[src/rtl/core/cpio_pkg.sv]
// shared types, constants and decode helpers for the cpio newc stream walker
// used by cpio_out_fifo and cpio_newc_stream_walker; no dependencies
package cpio_pkg;

  localparam int unsigned HEX_DIGITS = 8;

  localparam logic [6:0] HDR_LEN   = 7'd110;
  localparam logic [6:0] MAGIC_LEN = 7'd6;
  localparam logic [6:0] FSIZE_OFF = 7'd54;
  localparam logic [6:0] NSIZE_OFF = 7'd94;
  localparam logic [6:0] FSIZE_END = FSIZE_OFF + 7'(HEX_DIGITS);
  localparam logic [6:0] NSIZE_END = NSIZE_OFF + 7'(HEX_DIGITS);

  localparam logic [7:0] LF_CHAR = 8'd10;
  localparam logic [7:0] CR_CHAR = 8'd13;

  // output queue geometry
  localparam int unsigned FIFO_DEPTH = 4;
  localparam int unsigned FIFO_AW    = $clog2(FIFO_DEPTH);
  localparam int unsigned FIFO_CW    = $clog2(FIFO_DEPTH + 1);

  // configuration register indexes
  localparam logic CFG_CRLF_EXPAND = 1'b0;
  localparam logic CFG_STOP_AT_NUL = 1'b1;

  typedef enum logic [2:0] {
    PH_HEADER,
    PH_NAME,
    PH_NAME_PAD,
    PH_DATA,
    PH_DATA_PAD,
    PH_DONE
  } phase_e;

  typedef enum logic [1:0] {
    KIND_NAME = 2'd0,
    KIND_DATA = 2'd1,
    KIND_END  = 2'd2
  } kind_e;

  typedef struct packed {
    logic [7:0] data;
    kind_e      kind;
    logic       last;
  } res_t;

  // up to two result words per accepted input word
  typedef struct packed {
    logic v0;
    logic v1;
    res_t r0;
    res_t r1;
  } push_t;

  function automatic logic [3:0] hex_value(input logic [7:0] c);
    logic [3:0] v;
    v = 4'd0;
    if (c >= 8'h30 && c <= 8'h39) begin
      v = 4'(c - 8'h30);
    end else if (c >= 8'h41 && c <= 8'h46) begin
      v = 4'(c - 8'h41 + 8'd10);
    end
    return v;
  endfunction

  // "070701"
  function automatic logic [7:0] magic_char(input logic [2:0] idx);
    logic [7:0] c;
    case (idx)
      3'd0:    c = 8'h30;
      3'd1:    c = 8'h37;
      3'd2:    c = 8'h30;
      3'd3:    c = 8'h37;
      3'd4:    c = 8'h30;
      3'd5:    c = 8'h31;
      default: c = 8'h00;
    endcase
    return c;
  endfunction

endpackage

[src/rtl/core/cpio_out_fifo.sv]
// four-word result queue with a two-word push port and a stream read side
// depends on cpio_pkg
module cpio_out_fifo (
  input  logic              clk_i,
  input  logic              rst_ni,
  input  cpio_pkg::push_t   push_i,
  output logic              room_o,
  output logic              m_valid_o,
  input  logic              m_ready_i,
  output cpio_pkg::res_t    m_res_o
);

  cpio_pkg::res_t mem_q [cpio_pkg::FIFO_DEPTH];

  logic [cpio_pkg::FIFO_AW-1:0] wptr_q, wptr_d, rptr_q, rptr_d;
  logic [cpio_pkg::FIFO_CW-1:0] cnt_q, cnt_d;
  logic                         pop;
  logic [cpio_pkg::FIFO_CW-1:0] n_push;

  assign m_valid_o = (cnt_q != '0);
  assign pop       = m_valid_o & m_ready_i;
  assign m_res_o   = mem_q[rptr_q];
  // room for a worst-case push of two words
  assign room_o    = (cnt_q <= cpio_pkg::FIFO_CW'(cpio_pkg::FIFO_DEPTH - 2));

  always_comb begin
    n_push = cpio_pkg::FIFO_CW'(push_i.v0) + cpio_pkg::FIFO_CW'(push_i.v1);
    wptr_d = wptr_q + cpio_pkg::FIFO_AW'(n_push);
    rptr_d = rptr_q + cpio_pkg::FIFO_AW'(pop);
    cnt_d  = cnt_q + n_push - cpio_pkg::FIFO_CW'(pop);
  end

  always_ff @(posedge clk_i) begin
    if (push_i.v0) begin
      mem_q[wptr_q] <= push_i.r0;
    end
    if (push_i.v1) begin
      mem_q[wptr_q + cpio_pkg::FIFO_AW'(1)] <= push_i.r1;
    end
  end

  always_ff @(posedge clk_i or negedge rst_ni) begin
    if (!rst_ni) begin
      wptr_q <= '0;
      rptr_q <= '0;
      cnt_q  <= '0;
    end else begin
      wptr_q <= wptr_d;
      rptr_q <= rptr_d;
      cnt_q  <= cnt_d;
    end
  end

endmodule

[src/rtl/core/cpio_newc_stream_walker.sv]
// top level: walks a cpio newc archive and streams out name and data words
// depends on cpio_pkg and cpio_out_fifo
//
//  channel   dir  handshake                      payload
//  s_axis    in   s_axis_tvalid_i/tready_o       tdata = archive byte
//  m_axis    out  m_axis_tvalid_o/tready_i       tdata = byte, tuser = kind, tlast
//  cfg       in   cfg_we_i (no wait)             cfg_idx_i selects, cfg_wdata_i
//
// one input word per cycle, decoded against the walker state as it is accepted;
// its results enter a four-word queue and are offered from the next cycle
// an expanded lf gives two words, so the queue grows by one per expanded lf even
// with the output always ready; input stalls while three or more words wait
// (a second expanded lf before the queue drains, or the output side holding off)
// async active-low reset: walker at a header start, both options set, queue empty
module cpio_newc_stream_walker (
  input  logic       clk_i,
  input  logic       rst_ni,
  // input stream
  input  logic       s_axis_tvalid_i,
  output logic       s_axis_tready_o,
  input  logic [7:0] s_axis_tdata_i,   // [7:0] in_byte
  // output stream
  output logic       m_axis_tvalid_o,
  input  logic       m_axis_tready_i,
  output logic [7:0] m_axis_tdata_o,   // [7:0] out_byte
  output logic [1:0] m_axis_tuser_o,   // [1:0] kind
  output logic       m_axis_tlast_o,
  // configuration writes
  input  logic       cfg_we_i,
  input  logic       cfg_idx_i,
  input  logic       cfg_wdata_i
);

  cpio_pkg::phase_e phase_q, phase_d;
  logic [6:0]       hc_q, hc_d;
  logic [31:0]      nsize_q, nsize_d;
  logic [31:0]      fsize_q, fsize_d;
  logic [31:0]      run_q, run_d;
  logic             magic_ok_q, magic_ok_d;
  logic             nul_seen_q, nul_seen_d;
  logic             crlf_q, stop_nul_q;

  logic             room, accept;
  logic [7:0]       b;
  logic             mok_now;
  logic [31:0]      run_inc;
  logic [1:0]       pad;
  cpio_pkg::push_t  push;
  cpio_pkg::res_t   m_res;

  assign b               = s_axis_tdata_i;
  assign s_axis_tready_o = room;
  assign accept          = s_axis_tvalid_i & room;
  assign run_inc         = run_q + 32'd1;

  always_comb begin
    phase_d    = phase_q;
    hc_d       = hc_q;
    nsize_d    = nsize_q;
    fsize_d    = fsize_q;
    run_d      = run_q;
    magic_ok_d = magic_ok_q;
    nul_seen_d = nul_seen_q;
    mok_now    = 1'b1;
    pad        = 2'd0;
    push       = '0;

    if (accept) begin
      case (phase_q)
        cpio_pkg::PH_HEADER: begin
          // a new header clears the sizes and rearms the magic check
          if (hc_q == '0) begin
            nsize_d = '0;
            fsize_d = '0;
            mok_now = 1'b1;
          end else begin
            mok_now = magic_ok_q;
          end
          if (hc_q < cpio_pkg::MAGIC_LEN && b != cpio_pkg::magic_char(hc_q[2:0])) begin
            mok_now = 1'b0;
          end
          magic_ok_d = mok_now;
          if (hc_q >= cpio_pkg::FSIZE_OFF && hc_q < cpio_pkg::FSIZE_END) begin
            fsize_d = {fsize_q[27:0], cpio_pkg::hex_value(b)};
          end
          if (hc_q >= cpio_pkg::NSIZE_OFF && hc_q < cpio_pkg::NSIZE_END) begin
            nsize_d = {nsize_q[27:0], cpio_pkg::hex_value(b)};
          end
          hc_d = hc_q + 7'd1;
          if (hc_q == cpio_pkg::MAGIC_LEN - 7'd1 && !mok_now) begin
            // bad magic: one end word, then ignore the rest
            push.v0      = 1'b1;
            push.r0.data = '0;
            push.r0.kind = cpio_pkg::KIND_END;
            push.r0.last = 1'b0;
            phase_d      = cpio_pkg::PH_DONE;
            hc_d         = '0;
          end else if (hc_q == cpio_pkg::HDR_LEN - 7'd1) begin
            hc_d  = '0;
            run_d = '0;
            if (nsize_q == '0) begin
              // empty name: straight to the header+name padding
              pad = 2'(2'd0 - (nsize_q[1:0] + 2'd2));
              if (pad != 2'd0) begin
                phase_d = cpio_pkg::PH_NAME_PAD;
                run_d   = 32'(pad);
              end else begin
                nul_seen_d = 1'b0;
                phase_d    = (fsize_d != '0) ? cpio_pkg::PH_DATA : cpio_pkg::PH_HEADER;
              end
            end else begin
              phase_d = cpio_pkg::PH_NAME;
            end
          end
        end

        cpio_pkg::PH_NAME: begin
          // the byte at the final position is the terminator and is dropped
          if (run_inc != nsize_q) begin
            push.v0      = 1'b1;
            push.r0.data = b;
            push.r0.kind = cpio_pkg::KIND_NAME;
            push.r0.last = ((run_q + 32'd2) == nsize_q);
          end
          run_d = run_inc;
          if (run_inc == nsize_q) begin
            pad = 2'(2'd0 - (nsize_q[1:0] + 2'd2));
            if (pad != 2'd0) begin
              phase_d = cpio_pkg::PH_NAME_PAD;
              run_d   = 32'(pad);
            end else begin
              run_d      = '0;
              nul_seen_d = 1'b0;
              hc_d       = '0;
              phase_d    = (fsize_q != '0) ? cpio_pkg::PH_DATA : cpio_pkg::PH_HEADER;
            end
          end
        end

        cpio_pkg::PH_NAME_PAD: begin
          run_d = run_q - 32'd1;
          if (run_q[1:0] == 2'd1) begin
            run_d      = '0;
            nul_seen_d = 1'b0;
            hc_d       = '0;
            phase_d    = (fsize_q != '0) ? cpio_pkg::PH_DATA : cpio_pkg::PH_HEADER;
          end
        end

        cpio_pkg::PH_DATA: begin
          if (!nul_seen_q) begin
            if (b == '0 && stop_nul_q) begin
              nul_seen_d = 1'b1;
            end else if (b == cpio_pkg::LF_CHAR && crlf_q) begin
              push.v0      = 1'b1;
              push.r0.data = cpio_pkg::CR_CHAR;
              push.r0.kind = cpio_pkg::KIND_DATA;
              push.r0.last = 1'b0;
              push.v1      = 1'b1;
              push.r1.data = b;
              push.r1.kind = cpio_pkg::KIND_DATA;
              push.r1.last = (run_inc == fsize_q);
            end else begin
              push.v0      = 1'b1;
              push.r0.data = b;
              push.r0.kind = cpio_pkg::KIND_DATA;
              push.r0.last = (run_inc == fsize_q);
            end
          end
          run_d = run_inc;
          if (run_inc == fsize_q) begin
            pad  = 2'(2'd0 - fsize_q[1:0]);
            hc_d = '0;
            if (pad != 2'd0) begin
              phase_d = cpio_pkg::PH_DATA_PAD;
              run_d   = 32'(pad);
            end else begin
              phase_d = cpio_pkg::PH_HEADER;
            end
          end
        end

        cpio_pkg::PH_DATA_PAD: begin
          run_d = run_q - 32'd1;
          if (run_q[1:0] == 2'd1) begin
            hc_d    = '0;
            phase_d = cpio_pkg::PH_HEADER;
          end
        end

        default: begin
          // done: every byte is swallowed
        end
      endcase
    end
  end

  always_ff @(posedge clk_i or negedge rst_ni) begin
    if (!rst_ni) begin
      phase_q    <= cpio_pkg::PH_HEADER;
      hc_q       <= '0;
      nsize_q    <= '0;
      fsize_q    <= '0;
      run_q      <= '0;
      magic_ok_q <= 1'b1;
      nul_seen_q <= 1'b0;
    end else begin
      phase_q    <= phase_d;
      hc_q       <= hc_d;
      nsize_q    <= nsize_d;
      fsize_q    <= fsize_d;
      run_q      <= run_d;
      magic_ok_q <= magic_ok_d;
      nul_seen_q <= nul_seen_d;
    end
  end

  // option registers
  always_ff @(posedge clk_i or negedge rst_ni) begin
    if (!rst_ni) begin
      crlf_q     <= 1'b1;
      stop_nul_q <= 1'b1;
    end else if (cfg_we_i) begin
      case (cfg_idx_i)
        cpio_pkg::CFG_CRLF_EXPAND: crlf_q     <= cfg_wdata_i;
        cpio_pkg::CFG_STOP_AT_NUL: stop_nul_q <= cfg_wdata_i;
        default: ;
      endcase
    end
  end

  cpio_out_fifo u_out_fifo (
    .clk_i     (clk_i),
    .rst_ni    (rst_ni),
    .push_i    (push),
    .room_o    (room),
    .m_valid_o (m_axis_tvalid_o),
    .m_ready_i (m_axis_tready_i),
    .m_res_o   (m_res)
  );

  assign m_axis_tdata_o = m_res.data;
  assign m_axis_tuser_o = m_res.kind;
  assign m_axis_tlast_o = m_res.last;

endmodule

[config.mk]
export PLATFORM = sky130hd
export DESIGN_NAME = cpio_newc_stream_walker
export DESIGN_NICKNAME = d
export VERILOG_FILES = /design/src/rtl/core/cpio_pkg.sv /design/src/rtl/core/cpio_out_fifo.sv /design/src/rtl/core/cpio_newc_stream_walker.sv
export SDC_FILE = /design/constraint.sdc
export NUM_CORES = 1
export LEC_CHECK = 0
export BUFFER_PORTS_ARGS = -buffer_cell sky130_fd_sc_hd__buf_2
export CORE_MARGIN = 5
export CORE_UTILIZATION = 35
export DETAILED_ROUTE_END_ITERATION = 8
export MAX_ROUTING_LAYER = met4
export SYNTH_ARGS = -nofsm -noshare
export SYNTH_HDL_FRONTEND = slang
export SYNTH_HIERARCHICAL = 1
export SYNTH_SLANG_ARGS = --single-unit
[constraint.sdc]
create_clock -name clk_i -period 6.5 [get_ports clk_i]
set_input_delay 0.65 -clock clk_i [delete_from_list [all_inputs] [get_ports clk_i]]
set_output_delay 0.65 -clock clk_i [all_outputs]
set_load 0.02 [all_outputs]
==> metrics.md, run 1 <==
| Metric | Value |
|---|---|
| Setup CP Type | `flip-flop to flip-flop` |
| Worst setup EP type | `flip-flop` |
| H-Tree Depth | `4` |
| Setup TNS Final | `0 ps` |
| Routability cong. | `1.00` |
| Largest family of logic cells by synthesized area | `simple AND/OR/NAND/NOR gates` |
| Cell Rows | `67` |
| DP HPWL | `32400 um` |
| Io pins | `28` |
| Max Slew Vio Count | `0` |
| Die width | `195 um` |
| Post-Syn Area per Cell | `9.03 um2` |
| Register bit total from synthesis | `161` |
| Post-Synth Adder-Cell Area | `0.0257` |
| Number of fill cells | `3346` |
| Non-Filler Instances | `1796` |
| R2R depth | `18` |
| Post-CTS setup buffer count | `0` |
| Final wirelength | `42700 um` |
| Dpl cell area | `12600 um2` |
| Syn Std Cell Area | `12000 um2` |
| CTS root buffer | `clkbuf_16` |
| Synth Area in XOR/XNOR | `0.0799` |
| # DRC | `0` |
| RR Startpoint | `run_q[2]$_DFFE_PN0P_` |
| Largest net degree at the start of global routing | `75` |
| Mapped Cells | `1325` |
| Iter 0 DRT Violations | `1115` |
| Crit share post-route | `0.897` |
| Clk sinks | `161` |
| Fraction of layout cells with a size suffix above 1 | `0.126` |
| Primary FF master, synth | `dfrtp_1` |
| Area delta synth->final | `10.6%` |
| Area of the multi-input gates | `7260 um2` |
| FFs w/ async S/R, synth | `0.727` |
| Initial core utilization | `0.356` |
| CP max FO | `13` |
| Status | `completed` |
| RSZ-0062 raised after global routing | `false` |
| P_leak | `5.15 nW` |
| Slew @ Worst Pin | `1130 ps` |
| Max_cap viols | `0` |
| Reg2Reg Setup Slack | `670 ps` |
| Post-synthesis simple-gate area fraction | `0.220` |
| Clock Latency Late Sink | `460 ps` |
| Crit path from | `run_q[2]$_DFFE_PN0P_` |
| Relative slew slack | `0.241` |
| Yosys cell types | `86` |
| Synth Area in Compound Gates | `0.196` |
| WL per Instance | `23.8 um` |
| TritonCTS clock tree | `built` |
| Tmin final | `5830 ps` |
| Vias post-DR | `10927` |
| CTS resizes | `0` |
| Core box area | `33600 um2` |
| Final instance area | `13200 um2` |
| Peak supply drop | `0.000227 V` |
| Vias/cell | `6.08` |
| Die height | `195 um` |
| Skew final | `16.1 ps` |
| Remaining antenna violation count | `0` |
| Post-synthesis sequential area ratio | `0.355` |
| Die Area | `38000 um2` |
| Final Hold Viols | `0` |
| Critical Path Source Type | `flip-flop` |
| IO Port Bufs | `27` |
| 1st-pass router iterations | `5` |
| Nets | `1373` |
| Finished Core Util | `0.394` |
| Longest Clk Path Bufs | `2` |
| Number of synthesized flops with an enable pin | `44` |
| Initial antenna violation count | `1` |
| Worst Path Required | `6880 ps` |
| Synth warn | `6` |
| Reg-to-reg endpoint | `u_out_fifo/cnt_q[2]$_DFF_PN0_` |
| Hold/Removal Path Class | `input port to asynchronous set/reset pin` |
| # hold bufs at CTS | `0` |
| Reg area | `4250 um2` |
| Number of global-route vias before repair | `10426` |
| DP Cell Count | `1763` |
| Mux share of post-synthesis cell area | `0.0745` |
| First-pass GRT wire length | `65800 um` |
| CP Data Arrival Time | `6200 ps` |
| CTS buffer count | `17` |
| Power Dens Cells | `348 nW/um2` |
| Endpoints failing setup | `0` |
| Clock-pin slew on the worst setup and hold paths | `80 ps` |
| Maximum clock rate | `172 MHz` |
| GR Util All Layers | `0.229` |
| GRT overflow | `0` |
## kinds of logic after synthesis
group | count (synthesis)
and+or+nand+nor | 489
AOI/OAI and AO/OA | 337
DFF | 161
buffers and inverters | 141
xor gates and xnor gates | 106
muxes | 66
adders and majority gates | 24
other | 1
## worst max-delay path, cell delays in order, from the launching register on
cell and delay, ps:
dfrtp_1 610, ha_1 450, nand2_1 260, or3_1 480
nor3_1 460, xor2_1 130, a2111oi_0 620, nand4_1 460
nand2_2 270, a21bo_2 190, o21ai_0 200, ha_1 370
inv_1 50, ha_1 270, inv_1 40, ha_1 200
fa_1 370, xnor2_1 170, xnor2_1 130
## worst max path at each step
stage,endpoint,slack [ps],depth (start not counted)
after floorplan,u_out_fifo/cnt_q[2]$_DFF_PN0_,1790,19
after global placement,u_out_fifo/cnt_q[2]$_DFF_PN0_,840,18
after detailed placement,u_out_fifo/cnt_q[2]$_DFF_PN0_,730,18
after CTS,u_out_fifo/cnt_q[2]$_DFF_PN0_,700,18
after global routing,u_out_fifo/cnt_q[2]$_DFF_PN0_,120,18
final,u_out_fifo/cnt_q[2]$_DFF_PN0_,670,18
## through the flow
stage	hold slack, ps	power (mW)	worst slack, ps
2_1_floorplan	354	2.91	1790
3_3_place_gp	486	3.57	845
3_5_place_dp	491	3.57	725
4_1_cts	212	4.59	704
5_1_grt	242	4.87	122
6_report	193	4.60	672
## placed cells by master, fill, tap and decap left out, drive strengths merged, types with 14 or more instances in the layout
| master | netlist | layout |
|---|---|---|
| edfxtp | 44 | 44 |
| mux2 | 47 | 47 |
| nand4 | 41 | 41 |
| nand2 | 92 | 92 |
| conb | 1 | 24 |
| nor4 | 51 | 51 |
| and3 | 16 | 16 |
| or3 | 19 | 19 |
| xnor2 | 65 | 65 |
| inv | 44 | 52 |
| clkbuf | 75 | 17 |
| dfrtp | 114 | 114 |
| nor3 | 39 | 39 |
| nor2 | 97 | 97 |
| a22o | 54 | 54 |
| a31oi | 24 | 24 |
| xor2 | 39 | 39 |
| nand3 | 38 | 38 |
| o21ai | 68 | 68 |
| o211ai | 14 | 14 |
| ha | 23 | 23 |
| a21oi | 58 | 58 |
| buf | 21 | 63 |
| and2 | 20 | 20 |
## registers in the layout, indices dropped and copies added (netlist names)
| signal | cells |
|---|---|
| crlf_q | 1 |
| fsize_q | 32 |
| hc_q | 7 |
| magic_ok_q | 1 |
| nsize_q | 32 |
| nul_seen_q | 1 |
| phase_q | 3 |
| run_q | 32 |
| stop_nul_q | 1 |
| u_out_fifo/cnt_q | 3 |
| u_out_fifo/mem_q | 44 |
| u_out_fifo/rptr_q | 2 |
| u_out_fifo/wptr_q | 2 |
## synth_stat cells (all sizes together), types with 13 or more instances
cell      n  share of area
dfrtp   114           0.24
and2     20          0.010
nand3    38          0.016
nand4    41          0.023
edfxtp   44           0.11
xnor2    65          0.048
a21oi    58          0.024
a22o     54          0.040
inv      44          0.014
o21ai    68          0.028
nor4     51          0.027
mux2     47          0.047
a221oi   13         0.0095
buf      21          0.010
or4      13         0.0082
ha       23          0.024
or3      19         0.0099
clkbuf   75          0.024
and3     16         0.0084
nor3     39          0.016
nor2     97          0.031
a211oi   13         0.0082
xor2     39          0.029
o211ai   14         0.0088
nand2    92          0.029
a31oi    24          0.013
## layer usage
layer,vias to the layer above,global-route usage,part of all wire
met5,-,-,0
met4,0,0.0931,0.040
met3,77,0.0308,0.050
met2,352,0.366,0.48
met1,5501,0.295,0.43
li1,4997,-,-
## report_power, final
group / switching, mW / leakage, nW / internal, mW
Sequential: 0.391 / 1.99 / 1.18
Clock: 0.501 / 0.288 / 0.514
Combinational: 1.23 / 2.87 / 0.789
Total: 2.12 / 5.15 / 2.48
## final cells by class
cell class                 instances  share of cell area
sequential                       161               0.321
antenna                            1            0.000189
timing repair buffer              63              0.0308
tap                              448              0.0423
clock buffer                      17              0.0321
inverter                          45              0.0128
multi-input combinational       1046               0.548
clock inverter                    15              0.0123
No activity file was read; power rests on OpenSTA's default activity.
==> inputs of run 2 (changes only) <==
- clock period: 6.5 -> 6.3 ns (I/O delays scaled with it)
==> metrics.md, run 2 (synthesis results as in run 1) <==
| Metric | Value |
|---|---|
| Setup slack at placement | `651 ps` |
| Setup TNS Final | `0 ps` |
| M2 GR Usage | `0.377` |
| Die Area | `38000 um2` |
| Worst setup EP type | `flip-flop` |
| CP peak stage delay | `840 ps` |
| PnR worst setup slack | `566 ps` |
| Max_cap viols | `0` |
| DP HPWL | `33100 um` |
| First-pass GRT wire length | `67000 um` |
| GR Util All Layers | `0.233` |
| CP max FO | `21` |
| Number of global-route vias before repair | `10733` |
| Iter 0 DRT Violations | `948` |
| Die height | `195 um` |
| CTS root buffer | `clkbuf_16` |
| Biggest register | `u_out_fifo/mem_q` |
| Hold/Removal Path Class | `input port to asynchronous set/reset pin` |
| Longest Clk Path Bufs | `2` |
| Initial core utilization | `0.356` |
| Final instance area | `13300 um2` |
| TritonCTS clock tree | `built` |
| Met3 Resource Use GR | `0.0327` |
| 1st-pass router iterations | `5` |
| Max reg flops | `44` |
| Dpl cell area | `12700 um2` |
| Clock Latency Late Sink | `450 ps` |
| Tmin final | `5730 ps` |
| Status | `completed` |
| Critical Path Source Type | `flip-flop` |
| Relative slew slack | `0.244` |
| Largest delay share family, worst path | `simple AND/OR/NAND/NOR gates` |
| Number of fill cells | `3343` |
| Nets | `1379` |
| Maximum clock rate | `174 MHz` |
| GRT overflow | `0` |
| CTS buffer count | `17` |
| Crit path buffers/inverters | `2` |
| Clock-pin slew on the worst setup and hold paths | `80 ps` |
| Total power | `4.84 mW` |
| Final wirelength | `43600 um` |
| Routability cong. | `1.01` |
| Skew final | `13.3 ps` |
| # hold bufs at CTS | `0` |
| Commonest non-fill, non-tap cell in the layout | `dfrtp_1` |
| Core box area | `33600 um2` |
| Io pins | `28` |
| Critical-path top delay cell | `or4_1` |
| Remaining antenna violation count | `0` |
| CTS resizes | `0` |
| Peak supply drop | `0.000222 V` |
| IO Port Bufs | `27` |
| Chain of cells forming the critical path | `nand4_1 > or4_1 > nor4b_1 > o221ai_1 > nor4_1 > nand4_1 > nand2_2 > a21bo_2 > o21ai_0 > ha_1 > inv_1 > ha_1 > inv_1 > ha_1 > fa_1 > xnor2_1 > xnor2_1` |
| H-Tree Depth | `4` |
| Cell Rows | `67` |
| Most frequent cells in the layout | `dfrtp_1 (114), nor2_1 (95), nand2_1 (91)` |
| Setup CP Type | `flip-flop to flip-flop` |
| ANT cells | `0` |
| Met1 Track Usage GR | `0.297` |
| Largest net degree at the start of global routing | `73` |
| Slew @ Worst Pin | `1130 ps` |
| Die width | `195 um` |
| Vias/cell | `6.11` |
| Post-CTS setup buffer count | `0` |
| Most Crowded Layer GR | `met2` |
| Final Hold Viols | `0` |
| Power Dens Cells | `364 nW/um2` |
| WL per Instance | `24.2 um` |
| Crit share post-route | `0.910` |
| Vias post-DR | `11009` |
| # DRC | `0` |
| RSZ-0062 raised after global routing | `false` |
| Initial antenna violation count | `0` |
| CP Data Arrival Time | `6060 ps` |
| Max Slew Vio Count | `0` |
| Clk sinks | `161` |
| Crit-path most repeated cell | `ha_1` |
| Area delta synth->final | `11.2%` |
| Endpoints failing setup | `0` |
| Fraction of layout cells with a size suffix above 1 | `0.129` |
| Worst Path Required | `6630 ps` |
| P_leak | `5.18 nW` |
==> run 2: changes by cell type in the layout (fill, tap and decap cells not counted), sizes merged <==
cell,change
bufinv,+2
clkinvlp,+2
inv,-4
buf,+6
diode,-1
==> run 2: worst paths after layout <==
kind	slack [ps]	to	depth (start not counted)	startpoint
max	570	u_out_fifo/cnt_q[2]$_DFF_PN0_	17	run_q[3]$_DFFE_PN0P_
max reg2reg	570	u_out_fifo/cnt_q[2]$_DFF_PN0_	17	run_q[3]$_DFFE_PN0P_
max in group asynchronous	4700	fsize_q[10]$_DFFE_PN0P_	2	rst_ni
min	210	run_q[18]$_DFFE_PN0P_	1	rst_ni
min in group clk_i	430	stop_nul_q$_DFFE_PN1P_	2	cfg_wdata_i
min reg2reg	490	u_out_fifo/cnt_q[2]$_DFF_PN0_	1	u_out_fifo/cnt_q[2]$_DFF_PN0_
==> run 2: area by class of cell <==
type	count	area (um2)	area share
clock buffer	17	425	0.0320
clock inverter	15	181	0.0136
inverter	45	169	0.0127
multi-input combinational	1046	7260	0.546
sequential	161	4250	0.320
tap	448	561	0.0421
timing repair buffer	69	453	0.0340
==> run 2: layer usage <==
metal | wire length [um] | vias to the layer above
li1 | - | 5032
met1 | 18400 | 5480
met2 | 21000 | 412
met3 | 2430 | 85
met4 | 1800 | 0
met5 | 0 | -
==> run 2: worst register-to-register path, cell delays in order (launching register included) <==
cell and delay, ps:
dfrtp_1 820, nand4_1 460, or4_1 840, nor4b_1 470, o221ai_1 230, nor4_1 210
nand4_1 380, nand2_2 270, a21bo_2 190, o21ai_0 200, ha_1 370, inv_1 50
ha_1 260, inv_1 40, ha_1 190, fa_1 380, xnor2_1 150, xnor2_1 120
==> run 2: through the flow <==
stage          hold slack, ps  utilization  std cells
2_1_floorplan             334            -       1348
3_3_place_gp              487        0.378       1769
3_5_place_dp              493        0.378       1769
4_1_cts                   209        0.396       1801
5_1_grt                   241        0.396       1801
6_report                  207        0.396       1801
==> run 2: power by group <==
group | internal (mW) | switching, mW | total (mW)
clock network | 0.597 | 0.493 | 1.09
logic | 0.829 | 1.31 | 2.14
registers | 1.22 | 0.391 | 1.61
total | 2.64 | 2.20 | 4.84
